--- config.mk ---
export PLATFORM = sky130hd
export DESIGN_NAME = diusc_hdr
export DESIGN_NICKNAME = d
export VERILOG_FILES = /design/src/hw/rtl/diusc_pkg.sv /design/src/hw/rtl/diusc_hdr.sv
export SDC_FILE = /design/constraint.sdc
export NUM_CORES = 1
export LEC_CHECK = 0
export ABC_CLOCK_PERIOD_IN_PS = 1300
export BUFFER_PORTS_ARGS = -buffer_cell sky130_fd_sc_hd__buf_4
export CORE_MARGIN = 2
export CORE_UTILIZATION = 35
export CTS_CLUSTER_SIZE = 20
export DETAILED_ROUTE_END_ITERATION = 12
export PLACE_DENSITY = 0.6
export SLEW_MARGIN = 20
export SYNTH_ARGS = -nofsm -noshare
export SYNTH_HDL_FRONTEND = slang
export SYNTH_SLANG_ARGS = --single-unit
export TNS_END_PERCENT = 50
--- constraint.sdc ---
create_clock -name clk -period 1.3 [get_ports clk]
set_input_delay 0.065 -clock clk [delete_from_list [all_inputs] [get_ports clk]]
set_output_delay 0.065 -clock clk [all_outputs]
set_load 0.02 [all_outputs]
--- src/hw/rtl/diusc_pkg.sv ---
`default_nettype none
package diusc_pkg;

  // Partition address width; routed byte counter carries one extra bit for "full".
  localparam int PART_ADDR_BITS = 24;
  localparam int ROUTE_W        = PART_ADDR_BITS + 1;
  localparam int OFFSET_W       = 24;

  localparam int          HDR_BYTES = 56;
  localparam int          HDR_POS_W = 6;
  localparam logic [15:0] CRC_POLY  = 16'h1021;

  // Header word slots (byte position / 4)
  localparam logic [3:0] WORD_CHK_A = 4'd4;
  localparam logic [3:0] WORD_LEN_A = 4'd5;
  localparam logic [3:0] WORD_CHK_B = 4'd10;
  localparam logic [3:0] WORD_LEN_B = 4'd11;
  localparam logic [3:0] WORD_OFF_B = 4'd12;

  typedef enum logic [1:0] {
    REQ_START  = 2'd0,
    REQ_DATA   = 2'd1,
    REQ_FINISH = 2'd2
  } req_t;

  typedef enum logic [1:0] {
    ST_OK       = 2'd0,
    ST_HDR_BAD  = 2'd1,
    ST_CRC_ZERO = 2'd2,
    ST_SUM_BAD  = 2'd3
  } status_t;

  typedef struct packed {
    logic                 clear;
    logic                 wr;
    logic [HDR_POS_W-1:0] pos;
    logic [7:0]           data;
  } hdr_wr_t;

  typedef struct packed {
    logic        ok;
    logic [31:0] chk_a;
    logic [31:0] len_a;
    logic [31:0] chk_b;
    logic [31:0] len_b;
    logic [31:0] off_b;
  } hdr_info_t;

  typedef struct packed {
    logic       check;
    logic [7:0] value;
  } hdr_expect_t;

  // Fixed header bytes: version all ones, count 2, ids "OTA1"/"OTA2"
  function automatic hdr_expect_t hdr_expect(logic [HDR_POS_W-1:0] pos);
    hdr_expect_t e;
    e.check = 1'b1;
    case (pos)
      6'd0, 6'd1, 6'd2, 6'd3: e.value = 8'hFF;
      6'd4:                   e.value = 8'h02;
      6'd5, 6'd6, 6'd7:       e.value = 8'h00;
      6'd8, 6'd32:            e.value = 8'h4F;
      6'd9, 6'd33:            e.value = 8'h54;
      6'd10, 6'd34:           e.value = 8'h41;
      6'd11:                  e.value = 8'h31;
      6'd35:                  e.value = 8'h32;
      default: begin
        e.check = 1'b0;
        e.value = 8'h00;
      end
    endcase
    return e;
  endfunction

  // Augmented CRC-16, message bits shifted in MSB first
  function automatic logic [15:0] crc_byte(logic [15:0] crc, logic [7:0] b);
    logic [16:0] c;
    c = {1'b0, crc};
    for (int i = 7; i >= 0; i--) begin
      c = {c[15:0], b[i]};
      if (c[16]) begin
        c[15:0] = c[15:0] ^ CRC_POLY;
      end
      c[16] = 1'b0;
    end
    return c[15:0];
  endfunction

endpackage
`default_nettype wire

--- src/hw/rtl/diusc_hdr.sv ---
`default_nettype none
module diusc_hdr (
  input  wire logic                clk,
  input  wire logic                rst,
  input  wire diusc_pkg::hdr_wr_t  hdr_wr,
  output diusc_pkg::hdr_info_t     info
);

  logic [3:0][7:0] chk_a;
  logic [3:0][7:0] len_a;
  logic [3:0][7:0] chk_b;
  logic [3:0][7:0] len_b;
  logic [3:0][7:0] off_b;
  logic            bad;
  logic            bad_next;

  diusc_pkg::hdr_expect_t exp_byte;

  assign exp_byte = diusc_pkg::hdr_expect(hdr_wr.pos);

  always_comb begin
    bad_next = bad;
    if (hdr_wr.clear) begin
      bad_next = 1'b0;
    end else if (hdr_wr.wr && exp_byte.check && (hdr_wr.data != exp_byte.value)) begin
      bad_next = 1'b1;
    end
  end

  always_ff @(posedge clk) begin
    if (rst) begin
      bad <= 1'b0;
    end else begin
      bad <= bad_next;
    end
  end

  // field capture, no reset: every byte is written before it is used
  always_ff @(posedge clk) begin
    if (hdr_wr.wr) begin
      case (hdr_wr.pos[5:2])
        diusc_pkg::WORD_CHK_A: chk_a[hdr_wr.pos[1:0]] <= hdr_wr.data;
        diusc_pkg::WORD_LEN_A: len_a[hdr_wr.pos[1:0]] <= hdr_wr.data;
        diusc_pkg::WORD_CHK_B: chk_b[hdr_wr.pos[1:0]] <= hdr_wr.data;
        diusc_pkg::WORD_LEN_B: len_b[hdr_wr.pos[1:0]] <= hdr_wr.data;
        diusc_pkg::WORD_OFF_B: off_b[hdr_wr.pos[1:0]] <= hdr_wr.data;
        default: ;
      endcase
    end
  end

  assign info.ok    = !bad && (chk_a != '0) && (chk_b != '0);
  assign info.chk_a = chk_a;
  assign info.len_a = len_a;
  assign info.chk_b = chk_b;
  assign info.len_b = len_b;
  assign info.off_b = off_b;

endmodule
`default_nettype wire

### Word level (Yosys, flattened, before mapping)

Index checks and enable logic that the tools add are counted.

| storage, ports and cells | value |
|---|---|
| flip-flop bits (word level) | 161 |
| bits of input ports | 18 |
| output and inout bits | 161 |
| logic and storage cells | 73 |

| operators by class | value |
|---|---|
| magnitude comparators | 2 |
| eq/ne operators | 21 |
| multiplexer cells | 9 |
| reduce and logical (&&, ||, !) cells | 20 |

Operators with widths:

| kind | number |
|---|---|
| 32-bit bitwise mux | 5 |
| 32-bit nonzero test | 2 |
| 8-bit case mux with 7 select lines | 1 |
| 6-bit by 3-bit equality test with 1-bit output (second input constant) | 4 |
| 6-bit by 4-bit equality test with 1-bit output (second input constant) | 4 |
| 6-bit equality test (second input constant) | 4 |
| 8-bit demux with 2-bit select | 1 |
| 16-bit OR reduction | 1 |
| 4-bit equality test (second input constant) | 3 |
| 6-bit by 2-bit equality test with 1-bit output (second input constant) | 2 |
| 2-bit AND reduction | 5 |
| 4-bit by 3-bit equality test with 1-bit output (second input constant) | 2 |
| 8-bit 2-to-1 mux | 1 |
| 8-bit != test | 1 |
| 2-bit OR reduction | 4 |
| 6-bit by 1-bit equality test with 1-bit output (second input constant) | 1 |
| 6-bit zero test | 1 |
| 1-bit logical AND | 5 |
| 4-bit OR reduction | 1 |
| 2-bit by 3-bit < comparator with 1-bit output (second input constant) | 1 |
| 2-bit by 1-bit >= comparator with 1-bit output (second input constant) | 1 |
| 1-bit zero test | 1 |
| 1-bit 2-to-1 mux | 1 |

### Logic depth before layout (Yosys ltp)

| logic depth | value |
|---|---|
| depth after elaboration | 5 |
| gate-level depth with buffers | 7 |
| gate-level depth less buffers | 6 |

### Worst setup path after synthesis

OpenSTA, ideal clock, no wires.

| timing | value |
|---|---|
| path type | input port to flip-flop |
| start | input hdr_wr[14] (netlist name) |
| end | register chk_b, in the netlist info[72], enable pin |
| data arrival time | 1.106 ns |
| required time | 0.930 ns |
| setup slack | -0.176 ns |
| stages | 3 |
| path buffers | 0 |
| cell sequence | nor2b_1 or3b_2 nor2_1 |

| on the way | value |
|---|---|
| cells in the longest elaborated chain, start to end | 1 |

RTL lines:

| what | line | text |
|---|---|---|
| from (decl) | diusc_hdr.sv:5 | `input wire diusc_pkg::hdr_wr_t hdr_wr,` |
| 2-bit AND reduction (no line) | n/a |  |
| to (signal, indexed assignment) | diusc_hdr.sv:44 | `diusc_pkg::WORD_CHK_B: chk_b[hdr_wr.pos[1:0]] <= hdr_wr.data;` |
| to (decl) | diusc_hdr.sv:11 | `logic [3:0][7:0] chk_b;` |

No other way between the ends.
A chain may end at the register's enable or synchronous reset.

==> impl_metrics.tcl <==
set metrics [dict create \
    h-tree-depth 4 \
    drt_wl_total_mm 14.3 \
    clkTransAtPathRegs_ns 0.06 \
    grt_max_degree 22 \
    antenna_found_initial 0 \
    cp_max_fo 2 \
    io_pins 179 \
    dieArea_um2 16400 \
    syn_to_final_growth_pct 51.0 \
    die_w_um 128 \
    worst_path_max_delay_cell "edfxtp_1" \
    tritoncts "done" \
    p_per_area_nw_per_um2 1360 \
    synthArstFlopShare 0 \
    synth_area_um2 5400 \
    drv_cap 0 \
    dp_slack_ns -0.143 \
    ant_nets 0 \
    finalClockSkew_ns 0 \
    synth_top_area_cell "edfxtp_1" \
    crit_type "register to primary output" \
    antenna_cells 0 \
    final_cell_mix "buf_4 (247), edfxtp_1 (160), nor2_1 (25)" \
    cp.arrival_ns 1.74 \
    hold_viol_final 0 \
    cp.required_ns 1.24 \
    track_usage 0.177 \
    core_area_um2 15100 \
    cpPeakStageDelay_ns 0.41 \
    insertion_delay_ns 0.42 \
    drt-vias-per-instance 4.71 \
    rsz0062_at_grt "yes" \
    ir_worst_vdd_mv 0.708 \
    grt_pass1_vias 3385 \
    synth_top_area_frac 0.890 \
    crit_buf_inv 1 \
    synth_fp_nets 278 \
    drtPass1Iterations 4 \
    synthAdderAreaFrac 0 \
    slew_viol_final 0 \
    layout_min_cycle_time_ns 1.81 \
    synth-simple-area-share 0.0704 \
    gr-total-overflow 0 \
    drt-initial-drc-count 183 \
    nFillCells 1227 \
    avgSynthCellArea_um2 20.8 \
    ys.warnings.count 0 \
    synth_top_family_by_area "simple AND/OR/NAND/NOR gates" \
    cts-root-buf "clkbuf_16" \
    ys_types 36 \
    yosysSeqAreaShare 0.893 \
    fin_crit_sh 1.39 \
    cp_top_family "simple AND/OR/NAND/NOR gates" \
    gp_congestion 0.808 \
    cts.sinks 161 \
    route.detailed.drc 0 \
    synth-xor-area-share 0.00486 \
    num_rows 45 \
    drive_gt1_frac 0.539 \
    max_freq_mhz 554 \
    setup_slack_ns -0.506 \
    synth-seq-cells 161 \
    cts_made_buffers 17 \
    wl_per_cell_um 19.7 \
    yosys_most_used_dff "edfxtp_1" \
    slew_headroom 0.738 \
    outcome "finished with violations" \
    netlist_instances 260 \
    crit_chain "nor4_2 > nand4_1 > nor2_2 > nor3_2 > buf_4" \
    fin_tns_setup_ns -0.506 \
    synth-edff-count 160 \
    hpwlAfterDp_mm 9.77 \
    grt_first_pass_wirelength_mm 20.5 \
    clk_path_buf_depth 2 \
    initial_core_util 0.357 \
    worstMarginPinSlew_ns 0.389 \
    die_h_um 128 \
    synth_area_leaders "edfxtp_1 (89%), nor2_1 (2.1%), nor4_1 (1.9%)" \
    critPathCaptureType "primary output" \
    min_path_type "primary input to register" \
    cellLeakagePower_nw 3.08 \
    num_vias 3427 \
    synth_compound_area_frac 0.0246 \
    final_common_cell "buf_4" \
    synth.mux.area_fraction 0.00371 \
    final_nets 546 \
    io_buffer_count 178 \
    setup_violations 1 \
    violations "negative setup slack" \
    start_kind "register" \
]
[path summary, 6_finish.rpt]
check        startpoint   endpoint  slack, ns  cells past startpoint
max           info[137]  info[160]      -0.51                      5
max reg2reg         bad        bad       0.64                      2
min           hdr_wr[7]  info[143]       0.03                      2
min reg2reg         bad        bad       0.53                      2
[sequential cells by signal (all words and copies together) (netlist names)]
name	cells
bad	1
info	160
[cells in the mapped netlist (all sizes together) (3+ instances only)]
cell type,instances
edfxtp,160
nor2,30
nor4,16
nand2,7
nand4,7
o21ai,5
buf,3
[power breakdown]
part | switching (mW) | internal (mW)
sequential | 0.0143 | 5.74
clock | 1.89 | 3.00
combinational | 0.284 | 0.181
[routing by layer]
| metal | GRT usage | vias up | routed length [um] |
|---|---|---|---|
| met4 | 0.0511 | 0 | 148 |
| li1 | - | 1581 | - |
| met5 | 0 | - | 0 |
| met3 | 0.0768 | 12 | 1190 |
| met1 | 0.223 | 1700 | 6050 |
| met2 | 0.278 | 134 | 6940 |
[timing repair]
| action | in CTS | in global routing |
|---|---|---|
| pin swaps | 0 | 3 |
| buffers inserted | 0 | 0 |
| endpoints found under the hold margin | 14 | 0 |
| hold buffers | 5 | 0 |
| resized for setup | 7 | 1 |
| setup endpoints to repair | 1 | 2 |
[worst reg2reg max path, delay by kind of cell, from the launching register on]
kind / cells / cell delay (ns)
flops: 1 / 0.33
compound gates: 2 / 0.21
[final cells by class]
type | instances | area [um^2] | share of cell area
repair buffers | 252 | 1900 | 0.233
flip-flops and latches | 161 | 4820 | 0.592
clock buffers | 21 | 440 | 0.0540
multi-input cells | 96 | 614 | 0.0753
clock inverters | 10 | 138 | 0.0169
well taps | 188 | 235 | 0.0288
[cell families after synthesis]
group	after synthesis
flops	161
simple gates	74
compound gates	17
xor+xnor	3
buf+inv	3
mux	2
[through the flow]
stage / util / hold WS [ns] / cells / total power [mW] / instance area (um^2)
after global placement: 0.494 / 0.329 / 692 / 6.32 / 7480
after detailed placement: 0.494 / 0.336 / 692 / 6.33 / 7480
final: 0.539 / 0.0318 / 728 / 11.1 / 8160
after floorplan: - / 0.164 / 260 / 6.01 / 5410
after global routing: 0.539 / 0.0331 / 728 / 11.4 / 8160
after CTS: 0.538 / 0.0238 / 728 / 11.2 / 8150
No activity file was read; power rests on OpenSTA's default activity.
